File: config.mk
export PLATFORM = sky130hd
export DESIGN_NAME = base64_stream_decoder
export DESIGN_NICKNAME = d
export VERILOG_FILES = /design/src/rtl/b64d_pkg.sv /design/src/rtl/b64d_front.sv /design/src/rtl/b64d_queue.sv /design/src/rtl/b64d_back.sv /design/src/rtl/base64_stream_decoder.sv
export SDC_FILE = /design/constraint.sdc
export NUM_CORES = 1
export LEC_CHECK = 0
export BUFFER_PORTS_ARGS = -buffer_cell sky130_fd_sc_hd__buf_2
export CELL_PAD_IN_SITES_DETAIL_PLACEMENT = 0
export CELL_PAD_IN_SITES_GLOBAL_PLACEMENT = 2
export CORE_ASPECT_RATIO = 0.5
export CORE_UTILIZATION = 41
export CTS_CLUSTER_DIAMETER = 80
export CTS_CLUSTER_SIZE = 10
export DETAILED_ROUTE_END_ITERATION = 8
export PLACE_DENSITY_LB_ADDON = 0.25
export SKIP_LAST_GASP = 1
export SLEW_MARGIN = 20
export SYNTH_ARGS = -nofsm -noshare
export SYNTH_HDL_FRONTEND = slang
export SYNTH_SLANG_ARGS = --single-unit
File: constraint.sdc
create_clock -name clock -period 9.2 [get_ports clock]
set_input_delay 1.84 -clock clock [delete_from_list [all_inputs] [get_ports clock]]
set_output_delay 1.84 -clock clock [all_outputs]
set_load 0.005 [all_outputs]
File: src/rtl/b64d_pkg.sv
// shared types, constants and the character decode function for the base64 decoder
`default_nettype none
package b64d_pkg;

   localparam int QUEUE_DEPTH = 4;
   localparam int QPTR_W      = $clog2(QUEUE_DEPTH);
   localparam int QCNT_W      = $clog2(QUEUE_DEPTH + 1);

   localparam logic [7:0] PAD_CHAR     = 8'h3D;
   localparam logic [6:0] SEXTET_BAD   = 7'd64;

   localparam logic [1:0] POS_FIRST  = 2'd0;
   localparam logic [1:0] POS_SECOND = 2'd1;
   localparam logic [1:0] POS_THIRD  = 2'd2;
   localparam logic [1:0] POS_FOURTH = 2'd3;

   // one decoded request as handed from the front to the back
   typedef struct packed {
      logic [2:0][7:0] bytes;       // bytes[0] goes out first
      logic [1:0]      n_bytes;     // 0 means bare end marker
      logic            chunk_end;
      logic            halted;
   } job_type;

   // 0..63 for an alphabet character, SEXTET_BAD otherwise
   function automatic logic [6:0] sextet_of(input logic [7:0] c);
      logic [6:0] v;
      v = SEXTET_BAD;
      if (c >= 8'h41 && c <= 8'h5A) begin
         v = 7'(c - 8'h41);
      end else if (c >= 8'h61 && c <= 8'h7A) begin
         v = 7'(c - 8'h61 + 8'd26);
      end else if (c >= 8'h30 && c <= 8'h39) begin
         v = 7'(c - 8'h30 + 8'd52);
      end else if (c == 8'h2B) begin
         v = 7'd62;
      end else if (c == 8'h2F) begin
         v = 7'd63;
      end
      return v;
   endfunction

endpackage
`default_nettype wire

File: src/rtl/b64d_front.sv
// front end: classifies each character, keeps the group state and builds decode jobs
`default_nettype none
module b64d_front (
   input  wire logic             clock,
   input  wire logic             reset,
   input  wire logic             accept,
   input  wire logic [7:0]       in_char,
   input  wire logic             chunk_end,
   output logic                  job_push,
   output b64d_pkg::job_type     job
);
   import b64d_pkg::*;

   logic [1:0]      pos_ff, pos_in;
   logic [2:0][5:0] sext_ff, sext_in;
   logic            third_pad_ff, third_pad_in;
   logic            halted_ff, halted_in;

   logic            pad;
   logic [6:0]      v;
   logic [1:0]      n;
   logic [2:0][7:0] bytes;

   always_comb begin
      pos_in       = pos_ff;
      sext_in      = sext_ff;
      third_pad_in = third_pad_ff;
      halted_in    = halted_ff;
      n            = 2'd0;
      bytes        = '0;
      pad          = (in_char == PAD_CHAR) && (pos_ff == POS_THIRD || pos_ff == POS_FOURTH);
      v            = pad ? 7'd0 : sextet_of(in_char);

      if (!halted_ff) begin
         if (v == SEXTET_BAD) begin
            halted_in = 1'b1;
         end else if (pos_ff != POS_FOURTH) begin
            sext_in[pos_ff] = v[5:0];
            if (pos_ff == POS_THIRD) begin
               third_pad_in = pad;
            end
            pos_in = pos_ff + 2'd1;
         end else begin
            // pack the group, skipping bytes that fall under padding
            bytes[0] = {sext_ff[0], sext_ff[1][5:4]};
            n        = 2'd1;
            if (!third_pad_ff) begin
               bytes[n] = {sext_ff[1][3:0], sext_ff[2][5:2]};
               n        = n + 2'd1;
            end
            if (!pad) begin
               bytes[n] = {sext_ff[2][1:0], v[5:0]};
               n        = n + 2'd1;
            end
            pos_in       = POS_FIRST;
            sext_in      = '0;
            third_pad_in = 1'b0;
         end
      end

      job.bytes     = bytes;
      job.n_bytes   = n;
      job.chunk_end = chunk_end;
      job.halted    = halted_in;
      job_push      = accept && (n != 2'd0 || chunk_end);

      if (chunk_end) begin
         pos_in       = POS_FIRST;
         sext_in      = '0;
         third_pad_in = 1'b0;
         halted_in    = 1'b0;
      end
   end

   always_ff @(posedge clock) begin
      if (reset) begin
         pos_ff       <= POS_FIRST;
         sext_ff      <= '0;
         third_pad_ff <= 1'b0;
         halted_ff    <= 1'b0;
      end else if (accept) begin
         pos_ff       <= pos_in;
         sext_ff      <= sext_in;
         third_pad_ff <= third_pad_in;
         halted_ff    <= halted_in;
      end
   end

   // a padded third character is only remembered while waiting for the fourth
   a_third_pad_pos: assert property (@(posedge clock) disable iff (reset)
      third_pad_ff |-> pos_ff == POS_FOURTH)
      else $error("third pad flag set outside fourth position");

endmodule
`default_nettype wire

File: src/rtl/b64d_queue.sv
// short job queue between the front and the back
`default_nettype none
module b64d_queue (
   input  wire logic             clock,
   input  wire logic             reset,
   input  wire logic             push,
   input  wire b64d_pkg::job_type push_job,
   input  wire logic             pop,
   output logic                  full,
   output logic                  empty,
   output b64d_pkg::job_type     head
);
   import b64d_pkg::*;

   job_type           entry_ff [QUEUE_DEPTH];
   logic [QPTR_W-1:0] wr_ff, wr_in;
   logic [QPTR_W-1:0] rd_ff, rd_in;
   logic [QCNT_W-1:0] cnt_ff, cnt_in;
   logic              do_push, do_pop;

   always_comb begin
      full    = (cnt_ff == QCNT_W'(QUEUE_DEPTH));
      empty   = (cnt_ff == '0);
      do_push = push && !full;
      do_pop  = pop && !empty;
      wr_in   = do_push ? wr_ff + 1'b1 : wr_ff;
      rd_in   = do_pop ? rd_ff + 1'b1 : rd_ff;
      cnt_in  = cnt_ff + QCNT_W'(do_push) - QCNT_W'(do_pop);
      head    = entry_ff[rd_ff];
   end

   always_ff @(posedge clock) begin
      if (reset) begin
         wr_ff  <= '0;
         rd_ff  <= '0;
         cnt_ff <= '0;
      end else begin
         wr_ff  <= wr_in;
         rd_ff  <= rd_in;
         cnt_ff <= cnt_in;
      end
   end

   always_ff @(posedge clock) begin
      if (do_push) begin
         entry_ff[wr_ff] <= push_job;
      end
   end

   a_no_overflow: assert property (@(posedge clock) disable iff (reset)
      cnt_ff <= QCNT_W'(QUEUE_DEPTH))
      else $error("queue count beyond depth");

   a_no_push_full: assert property (@(posedge clock) disable iff (reset)
      full |-> !push)
      else $error("job pushed into full queue");

endmodule
`default_nettype wire

File: src/rtl/b64d_back.sv
// back end: walks the head job one result at a time
`default_nettype none
module b64d_back (
   input  wire logic             clock,
   input  wire logic             reset,
   input  wire b64d_pkg::job_type head,
   input  wire logic             q_empty,
   input  wire logic             rsp_pop,
   output logic                  job_pop,
   output logic [7:0]            out_byte,
   output logic                  byte_valid,
   output logic                  last_of_run,
   output logic                  chunk_done,
   output logic                  decode_halted
);
   import b64d_pkg::*;

   logic [1:0] k_ff, k_in;
   logic [1:0] total;
   logic       last;

   always_comb begin
      total         = (head.n_bytes == 2'd0) ? 2'd1 : head.n_bytes;
      last          = (k_ff == total - 2'd1);
      byte_valid    = (k_ff < head.n_bytes);
      case (k_ff)
         2'd0:    out_byte = head.bytes[0];
         2'd1:    out_byte = head.bytes[1];
         2'd2:    out_byte = head.bytes[2];
         default: out_byte = 8'd0;
      endcase
      if (!byte_valid) begin
         out_byte = 8'd0;
      end
      last_of_run   = last;
      chunk_done    = last && head.chunk_end;
      decode_halted = head.halted;
      job_pop       = rsp_pop && !q_empty && last;
      k_in          = k_ff;
      if (rsp_pop && !q_empty) begin
         k_in = last ? 2'd0 : k_ff + 2'd1;
      end
   end

   always_ff @(posedge clock) begin
      if (reset) begin
         k_ff <= 2'd0;
      end else begin
         k_ff <= k_in;
      end
   end

   // the result index never runs past the head job's result count
   a_index_in_range: assert property (@(posedge clock) disable iff (reset)
      !q_empty |-> k_ff < total)
      else $error("result index beyond job");

endmodule
`default_nettype wire

File: src/rtl/base64_stream_decoder.sv
// top level of the streaming base64 decoder
// a request's job is registered in the job queue; its results show on the rsp_ ports once that job is at the head
// throughput: one request per cycle while the four-entry job queue has room
// results leave one per cycle while pop is high and the queue is not empty; a request yields zero to three results
// reset clears group state, halt flag and the job queue; pending results are dropped
`default_nettype none
module base64_stream_decoder (
   input  wire logic       clock,
   input  wire logic       reset,
   input  wire logic       push,
   output logic            full,
   input  wire logic [7:0] req_in_char,
   input  wire logic       req_chunk_end,
   output logic            empty,
   input  wire logic       pop,
   output logic [7:0]      rsp_out_byte,
   output logic            rsp_byte_valid,
   output logic            rsp_last_of_run,
   output logic            rsp_chunk_done,
   output logic            rsp_decode_halted
);
   import b64d_pkg::*;

   logic    accept;
   logic    job_push;
   logic    job_pop;
   job_type job;
   job_type head;

   assign accept = push && !full;

   b64d_front u_front (
      .clock     (clock),
      .reset     (reset),
      .accept    (accept),
      .in_char   (req_in_char),
      .chunk_end (req_chunk_end),
      .job_push  (job_push),
      .job       (job)
   );

   b64d_queue u_queue (
      .clock    (clock),
      .reset    (reset),
      .push     (job_push),
      .push_job (job),
      .pop      (job_pop),
      .full     (full),
      .empty    (empty),
      .head     (head)
   );

   b64d_back u_back (
      .clock         (clock),
      .reset         (reset),
      .head          (head),
      .q_empty       (empty),
      .rsp_pop       (pop),
      .job_pop       (job_pop),
      .out_byte      (rsp_out_byte),
      .byte_valid    (rsp_byte_valid),
      .last_of_run   (rsp_last_of_run),
      .chunk_done    (rsp_chunk_done),
      .decode_halted (rsp_decode_halted)
   );

endmodule
`default_nettype wire
**Yosys cells after proc, flatten, opt, wreduce, memory -nomap -nowiden**

Memories as Yosys holds them, arrays and structs flattened. A register that Yosys moved wholly into a read port is not among the register bits.
Cells that the tools add are included.

- $add $sub $neg: 13
- Order comparisons: 11
- Eq/ne operators: 14
- Muxes and demuxes: 52
- Reduce and logical (&&, ||, !) cells: 23

Operators by type and width:

| operator | count |
|---|---|
| $mux W24 | 4 |
| $mux W18 | 4 |
| $mux W8 | 6 |
| $mux W7 | 6 |
| $mux W2 | 16 |
| $bwmux W24 | 1 |
| $eq A8 B6 Y1 const B | 3 |
| $pmux W8 S3 | 1 |
| $bwmux W18 | 1 |
| $demux W8 S2 | 1 |
| $ge A8 B7 Y1 const B | 2 |
| $le A8 B7 Y1 const B | 2 |
| $sub A7 B7 Y7 const B | 2 |
| $logic_and A1 B1 Y1 | 13 |
| $demux W6 S2 | 1 |
| $add A2 B1 Y2 const B | 5 |
| $mux W1 | 10 |
| $ge A8 B6 Y1 const B | 1 |
| $le A8 B6 Y1 const B | 1 |
| $add A7 B5 Y7 const B | 1 |
| $add A7 B6 Y7 const B | 1 |
| $eq A7 B7 Y1 const B | 1 |
| $sub A7 B6 Y7 const B | 1 |
| $eq A2 B2 Y1 const B | 3 |
| other kinds (19) | 26 |

- Bits in registers: 31
- RAM bits: 112
- Bits of input ports: 13
- Output and inout port bits: 14
- Logic and storage cells: 124
- Memories: 1

Memory list:

| name | words | bits a word | read ports | clocked after memory_dff | wr ports | RTL line | text |
|---|---|---|---|---|---|---|---|
| u_queue.entry_ff | 4 | 28 | 1 | 1 | 1 | b64d_queue.sv:15 | `job_type entry_ff [QUEUE_DEPTH];` |

**Longest topological paths before layout**

Gate-level depths: netlist of run 1.

- Depth in word-level cells: 21
- Mapped depth: 15
- Mapped depth without buffers: 14

**Cells and area by module**

Synthesis of run 1 repeated with hierarchy kept, for this count alone.

- Cell total of the unflattened synthesis: 471
- Area total of the unflattened synthesis: 6,829.0 um2

By module, submodules not included:

| module | times used | cells each | area each (um2) | seq. area each (um2) |
|---|---|---|---|---|
| b64d_queue | 1 | 197 | 4,574.4 | 3,543.4 |
| b64d_front | 1 | 224 | 1,866.8 | 440.4 |
| b64d_back | 1 | 49 | 374.1 | 40.0 |
| base64_stream_decoder | 1 | 1 | 13.8 | 0.0 |

**Worst setup path before layout of run 1**

Ideal clock, no wire load.

- Kind: input port to flip-flop
- Start: input port req_in_char[2]
- End: memory u_queue.entry_ff[0][0] in the netlist's numbering (enable)
- Library setup time: 0.387 ns
- Arrival: 4.244 ns
- Data required time: 8.813 ns
- Setup slack: 4.568 ns
- Cell stages on the path: 10
- Buffers on the path: 0
- Cell sequence: inv_1 > ha_1 > a21o_1 > a31oi_2 > o21ai_0 > mux2i_1 > or3_4 > o21ai_0 > nand2_1 > and2_1

- Longest elaborated chain between the ends: 16
- Elaborated cells on any way between the ends: 35
- Classes of those cells: add/sub (5); order compare (6); eq/ne (4); mux (12); reduce/logical (8)

Ends and longest elaborated chain:

| element | RTL line | text |
|---|---|---|
| start, declared | base64_stream_decoder.sv:12 | `input wire logic [7:0] req_in_char,` |
| parallel branches: the longest is 8 deep, another holds $sub A7 B6 Y7 | -- |  |
| $mux W2 * | b64d_front.sv:35 | `if (v == SEXTET_BAD) begin` |
| $mux W2 * | b64d_front.sv:34 | `if (!halted_ff) begin` |
| $reduce_bool A2 Y1 * | b64d_front.sv:65 | `job_push = accept && (n != 2'd0 \|\| chunk_end);` |
| $logic_or A1 B1 Y1 * | b64d_front.sv:65 |  |
| $logic_and A1 B1 Y1 * | b64d_front.sv:65 |  |
| $logic_and A1 B1 Y1 * | b64d_queue.sv:24 | `do_push = push && !full;` |
| via u_queue.do_push | b64d_queue.sv:19 | `logic do_push, do_pop;` |
| $mux W1 * | b64d_queue.sv:45 | `if (do_push) begin` |
| $mux W1 (not written as such) * | b64d_queue.sv:46 | `entry_ff[wr_ff] <= push_job;` |
| end, declared | b64d_queue.sv:15 |  |

Mark *: on every way through the listed nets, which the timed path passes.

==> reports/metrics.yaml, run 1 <==
outcome:
  outcome: "finished, final reports clean"
setup_path:
  crit_path_end_kind: "register"
  r2r_start: "u_front.pos_ff[0]$_SDFFE_PP0P_"
  critPathKind: "in2reg"
  crit_arrival_ps: 5820
  critPathLaunchType: "primary input"
  r2r-end: "u_queue.entry_ff[3][24]$_DFFE_PP_"
  r2r_slack_ps: 5010
  ff2ff_path_depth: 10
  required_ps: 9370
  critPathMaxFanout: 18
timing:
  finalMaxSlewViolations: 0
  grt_setup_unrepaired: "false"
  slew_headroom_pct: 43.1
  tightest_slew_ps: 854
  final_hold_viol_count: 0
  fin_setup_tns_ps: 0
  period_share_pct: 61.5
  setup_violations: 0
  fin_crit_ps: 5660
  finClkSkew_ps: 9.58
  setup_ws_ps: 3540
  clock.fmax_ghz: 0.177
power_and_ir_drop:
  vdd_drop_max_v: 0.000140
  p_leak_nw: 2.59
  powerDensity_mw_per_mm2: 227
clock_tree:
  path_clk_slew_ps: 60
  max-clock-path-buffers: 2
  cts.sink_count: 145
  htree_levels: 4
  cts_setup_buffers: 0
  ctsResizeCount: 0
  root_buffer: "clkbuf_16"
  clock_latency_ps: 420
  cts_tree: "built"
  ctsHoldBuffers: 0
  numCtsBuffers: 17
route:
  post_drt_wl_per_cell_microns: 20.4
  dr_total_vias: 3977
  wirelength_mm: 15.0
  antenna_left: 0
  drt-initial-drc-count: 328
  viasPerCell: 5.40
  drc: 0
  first_pass_iters: 6
synth:
  synth-xor-area-share_pct: 1.04
  avgSynthCellArea_sq_um: 14.1
  synthAdderAreaFrac_pct: 4.75
  muxShareOfSynthArea_pct: 10.6
  netlist_area_sq_mm: 0.00674
  seq_area_frac_synth_pct: 59.7
  ys_warn_count: 0
  yosys_most_used_dff: "edfxtp_1"
  synth_compound_area_share_pct: 9.60
  synthesis.nets: 516
  yosys.area_share.simple_pct: 11.4
  ys_async_sr_fraction_pct: 0
  postSynthCellCount: 478
  ys_ff_latch: 145
  yosysUniqueCellTypes: 69
  synth_edf_count: 112
  synth_top_family_by_area: "simple AND/OR/NAND/NOR gates"
layout:
  drive_gt1_share_pct: 21.3
  final_cell_mix: "112 x edfxtp_1, 33 x nand2_1, 31 x dfxtp_1"
  nets: 541
  fill_cells: 1381
  area_growth_pct: 12.8
  final_common_cell: "edfxtp_1"
  fin_util_pct: 48.3
  n_antenna_cell: 0
placement:
  dpl_worst_slack_ps: 3230
  routabilityCongestion: 0.806
  dp_hpwl_mm: 10.1
  port_buffers: 26
die:
  die_w_microns: 183
  rows: 32
  pin_count: 27
  die_area_sq_mm: 0.0170
  core_area_sq_mm: 0.0157
  start_util_pct: 42.8
  die_h_microns: 92.7
grt:
  grt_pass1_wl_mm: 23.5
  grt_use_total_pct: 19.2
  grt_max_degree: 29
  gr-total-overflow: 0
  antenna_found_initial: 0
  grt_pass1_vias: 3973
worst_hold_path:
  min_delay_path_depth: 1
  hp-class: "reg2reg"
  holdCritStartpoint: "u_front.sext_ff[4]$_SDFFE_PP0P_"
  hold_path_end: "u_front.sext_ff[4]$_SDFFE_PP0P_"
flow_run:
  drv_cap: 0
[layer usage]
metal  share of wire [%]  wire, microns  vias to the layer above  GRT usage, %
met1                  52           7770                     1989          29.3
met2                  42           6330                       80          27.2
met3                 5.4            812                       10          3.89
li1                    -              -                     1898             -
met4                0.79            119                        0          5.83
met5                   0              0                        -             0
[power breakdown]
part / total (mW) / switching [mW] / internal [mW]
sequential: 0.754 / 0.0189 / 0.735
clock: 0.638 / 0.285 / 0.352
combinational: 0.332 / 0.185 / 0.147
[how the worst max path moves through the flow]
stage,start,end,slack (ps),cells after the start
floorplan,req_in_char[2],u_queue.entry_ff[0][0]$_DFFE_PP_,4570,10
global placement,req_in_char[2],u_queue.entry_ff[0][20]$_DFFE_PP_,3310,11
detailed placement,req_in_char[2],u_queue.entry_ff[0][23]$_DFFE_PP_,3230,11
CTS,req_in_char[2],u_queue.entry_ff[0][23]$_DFFE_PP_,3640,11
global route,req_in_char[2],u_queue.entry_ff[2][27]$_DFFE_PP_,3190,11
finish,req_in_char[2],u_queue.entry_ff[3][24]$_DFFE_PP_,3540,11
[flip-flops by register name (all words and copies together), names as in the netlist, named ones only]
name / cells
u_queue.entry_ff: 112
u_front.sext_ff: 18
u_queue.cnt_ff: 3
u_back.k_ff: 2
u_front.pos_ff: 2
u_queue.rd_ff: 2
u_queue.wr_ff: 2
u_front.halted_ff: 1
u_front.third_pad_ff: 1
[synthesized netlist by cell type (3+ instances only)]
master | instances | area (sq um)
a31oi_1 | 5 | 31.3
and3_1 | 11 | 68.8
mux2i_1 | 7 | 70.1
nand2_1 | 33 | 124
o21ai_0 | 9 | 45.0
ha_1 | 24 | 300
o31ai_1 | 3 | 22.5
buf_1 | 5 | 18.8
buf_2 | 3 | 15.0
nor3b_1 | 8 | 60.1
dfxtp_1 | 33 | 661
nor2b_1 | 8 | 50.1
o2bb2ai_1 | 7 | 61.3
buf_6 | 3 | 33.8
a22oi_1 | 8 | 60.1
edfxtp_1 | 112 | 3360
a32o_1 | 7 | 70.1
a21oi_1 | 18 | 90.1
nand3_1 | 10 | 50.1
clkbuf_1 | 9 | 33.8
and2_1 | 9 | 56.3
xnor2_1 | 6 | 52.6
nor3_1 | 13 | 65.1
inv_1 | 20 | 75.1
nand2b_1 | 3 | 18.8
a22o_1 | 3 | 26.3
nor2_1 | 24 | 90.1
mux4_2 | 28 | 631
[stage by stage]
stage / area (sq um) / hold WS, ps / power [mW] / cells
after CTS: 7600 / 464 / 1.74 / 737
after global placement: 7050 / 440 / 1.10 / 705
final: 7600 / 463 / 1.72 / 737
after detailed placement: 7050 / 449 / 1.10 / 705
after global routing: 7600 / 476 / 1.80 / 737
after floorplan: 6740 / 424 / 0.996 / 478
[logic make-up after synthesis]
logic type | Yosys count
flops | 145
simple gates | 139
compound gates | 82
buf+inv | 43
mux | 36
fa+ha+maj | 25
xor+xnor | 8
[layout make-up]
class / count / area, sq um / share of cell area, %
sequential: 145 / 4030 / 53.0
multi-input combinational: 290 / 2520 / 33.2
clock buffer: 17 / 425 / 5.60
tap: 221 / 277 / 3.64
timing repair buffer: 27 / 138 / 1.81
clock inverter: 15 / 124 / 1.63
inverter: 22 / 87.6 / 1.15
[critical path, cell delays in order]
cell and delay [ps]:
buf_2 170, inv_1 120, ha_1 280, a21o_1 250
a31oi_2 470, a21o_1 240, o311ai_1 200, and2_1 250
a21oi_1 690, nand2_1 700, nor3_1 590
(Power assumes the default switching activity.)
==> run 2, diff against run 1 <==
Settings changed: ABC_AREA set to 1, CORE_UTILIZATION 41 to 40.
Clock period 9.2 ns to 5.8 ns, I/O delays scaled along.
==> reports/metrics.yaml, run 2 <==
setup_path:
  crit_slowest_cell: "buf_4"
  path_cells: "inv_1, buf_4, nand2_1, nand3_1, nand2_1, inv_1, nand2_1, a21oi_1, nand2_1, nor2_1, buf_2"
  critPathMaxFanout: 40  # +22
  critPathBufInv: 4  # +2
  critPathLaunchType: "register"
  crit_arrival_ps: 2870  # -2950 ps
  critPathKind: "reg2out"
  r2r_slack_ps: 2250  # -2760 ps
  r2r-end: "u_queue.cnt_ff[2]$_SDFF_PP0_"
  path_depth: 11  # unchanged
  worst_path_largest_cell_delay_ps: 460  # -240 ps
  crit_family: "buffers and inverters"
  required_ps: 4640  # -4730 ps
  ff2ff_path_depth: 13  # +3
  crit_path_end_kind: "output pin"
  crit_top_cell: "nand2_1"
  endpoint: "rsp_out_byte[3]"
grt:
  grt_use_total_pct: 20.6  # +1.4 points
  grt_pass1_vias: 4692  # +18%
  antenna_found_initial: 0  # unchanged
  grt_max_degree: 57  # +97%
  gr-total-overflow: 0  # unchanged
  grt_pass1_wl_mm: 27.2  # +16%
synth:
  yosysUniqueCellTypes: 40  # -42%
  netlist_area_sq_mm: 0.00693  # +2.8%
  synthesis.nets: 756  # +47%
  seq_area_frac_synth_pct: 58.1  # -1.6 points
  synth_edf_count: 112  # unchanged
  postSynthCellCount: 718  # +50%
  synth_area_leaders: "edfxtp_1 49%, dfxtp_1 9.5%, nor2_1 7.1%"
  ys_top_cells_by_count: "131 x nor2_1, 112 x edfxtp_1, 87 x nand2_1, 68 x inv_1, 64 x o21ai_0"
  yosysMostFrequentCell: "nor2_1"
  netlist.top_cell.by_area: "edfxtp_1"
  avgSynthCellArea_sq_um: 9.65  # -32%
  synth_top_area_share_pct: 48.6  # -1.4 points
  yosys_most_used_dff: "edfxtp_1"
  ys_async_sr_fraction_pct: 0  # unchanged
  ys_ff_latch: 145  # unchanged
  ys_warn_count: 0  # unchanged
route:
  dr_total_vias: 5058  # +27%
  first_pass_iters: 4  # -2
  viasPerCell: 5.14  # -4.7%
  drt-initial-drc-count: 397  # +21%
  wirelength_mm: 17.5  # +16%
  antenna_left: 0  # unchanged
  post_drt_wl_per_cell_microns: 17.8  # -13%
  drc: 0  # unchanged
layout:
  design_area_sq_mm: 0.00786  # +3.5%
  fin_util_pct: 47.3  # -1.0 points
  fin_cells: 984  # +34%
  nets: 783  # +45%
  n_antenna_cell: 0  # unchanged
  max_flop_register: "u_queue.entry_ff"
  area_growth_pct: 13.5
  fill_cells: 1589  # +15%
  largestRegisters: "u_queue.entry_ff x112, u_front.sext_ff x18, u_queue.cnt_ff x3"
  drive_gt1_share_pct: 12.7  # -8.6 points
  largest_register_ff_count: 112  # unchanged
  final_common_cell: "nor2_1"
  final_cell_mix: "127 x nor2_1, 112 x edfxtp_1, 87 x nand2_1"
power_and_ir_drop:
  powerDensity_mw_per_mm2: 366  # +61%
  vdd_drop_max_v: 0.000212  # +51%
  p_leak_nw: 2.94  # +14%
clock_tree:
  ctsResizeCount: 0  # unchanged
  cts.sink_count: 145  # unchanged
  numCtsBuffers: 17  # unchanged
  ctsHoldBuffers: 0  # unchanged
  root_buffer: "clkbuf_16"
  cts_setup_buffers: 0  # unchanged
  path_clk_slew_ps: 60  # about the same
  clock_latency_ps: 420  # about the same
  htree_levels: 4  # unchanged
  max-clock-path-buffers: 2  # unchanged
  cts_tree: "built"
placement:
  placed_cells: 953  # +35%
  routabilityCongestion: 0.889  # +10%
  placed_area_sq_mm: 0.00729  # +3.4%
  dp_hpwl_mm: 11.1  # +9.4%
  port_buffers: 26  # unchanged
timing:
  clock.fmax_ghz: 0.248
  final_hold_viol_count: 0  # unchanged
  fin_setup_tns_ps: 0  # unchanged
  grt_setup_unrepaired: "false"
  fin_crit_ps: 4030
  hold_ws_ps: 466  # +3.21 ps
  finalMaxSlewViolations: 0  # unchanged
  slew_headroom_pct: 44.0  # +0.95 points
  period_share_pct: 69.4
  tightest_slew_ps: 832  # -21.4 ps
  setup_violations: 0  # unchanged
  finClkSkew_ps: 10.4  # +0.781 ps
flow_run:
  drv_cap: 0  # unchanged
outcome:
  outcome: "finished, final reports clean"
die:
  die_h_microns: 95.1  # +2.6%
  die_area_sq_mm: 0.0179  # +5.3%
  core_area_sq_mm: 0.0166  # +5.7%
  pin_count: 27  # unchanged
  die_w_microns: 188  # +2.6%
  rows: 33  # +3.1%
  start_util_pct: 41.6  # -1.2 points
worst_hold_path:
  hp-class: "reg2reg"
## run 2: through the flow
stage	setup slack [ps]	power, mW
finish	1770	2.88
global route	1490	3.03
CTS	1660	2.90
detailed placement	1360	1.85
global placement	1360	1.85
floorplan	1400	1.63
## run 2: per-layer routing
layer / up-vias / global-route usage [%] / part of all wire (%)
li1: 2523 / - / -
met1: 2411 / 30.0 / 52
met2: 110 / 31.5 / 43
met3: 14 / 3.90 / 4.0
met4: 0 / 5.76 / 1.1
met5: - / 0 / 0
## run 2: how the worst min path moves through the flow
stage / end / from / depth (start not counted) / slack, ps
floorplan: register / u_queue.rd_ff[1]$_SDFFE_PP0P_ / 2 / 440
global placement: u_front.sext_ff[15]$_SDFFE_PP0P_ / u_front.sext_ff[15]$_SDFFE_PP0P_ / 2 / 450
detailed placement: u_queue.rd_ff[1]$_SDFFE_PP0P_ / u_queue.rd_ff[1]$_SDFFE_PP0P_ / 2 / 460
CTS: u_front.sext_ff[15]$_SDFFE_PP0P_ / u_front.sext_ff[15]$_SDFFE_PP0P_ / 2 / 470
global route: u_front.sext_ff[8]$_SDFFE_PP0P_ / u_front.sext_ff[8]$_SDFFE_PP0P_ / 2 / 480
finish: u_queue.rd_ff[1]$_SDFFE_PP0P_ / u_queue.rd_ff[1]$_SDFFE_PP0P_ / 2 / 470
## run 2: logic make-up (layout without fill, tap and decap cells)
group	after synthesis	after routing	share of synthesized area, %
xor gates and xnor gates	8	8	1.01
and+or+nand+nor	292	292	18.2
AOI/OAI and AO/OA	147	147	12.2
adders and majority gates	25	25	4.62
DFF	145	145	58.1
buffers and inverters	101	140	5.82
## run 2: where the power goes
part / internal [mW] / switching [mW] / total, mW
Clock: 0.604 / 0.453 / 1.06
Sequential: 1.17 / 0.0271 / 1.20
Combinational: 0.195 / 0.423 / 0.619
Total: 1.97 / 0.903 / 2.88
## run 2: final cells by class
| class | instances | area, sq um | area share (%) |
|---|---|---|---|
| Clock inverter | 14 | 148 | 1.88 |
| Tap cell | 227 | 284 | 3.61 |
| Inverter | 75 | 282 | 3.58 |
| Sequential cell | 145 | 4030 | 51.2 |
| Multi-Input combinational cell | 472 | 2510 | 31.9 |
| Clock buffer | 17 | 425 | 5.41 |
| Timing Repair Buffer | 34 | 190 | 2.42 |
## run 2: tightest hold or removal path, cell delays in order, from the launching register on
cell and delay [ps]:
dfxtp_1 300, inv_1 60, a21oi_1 70
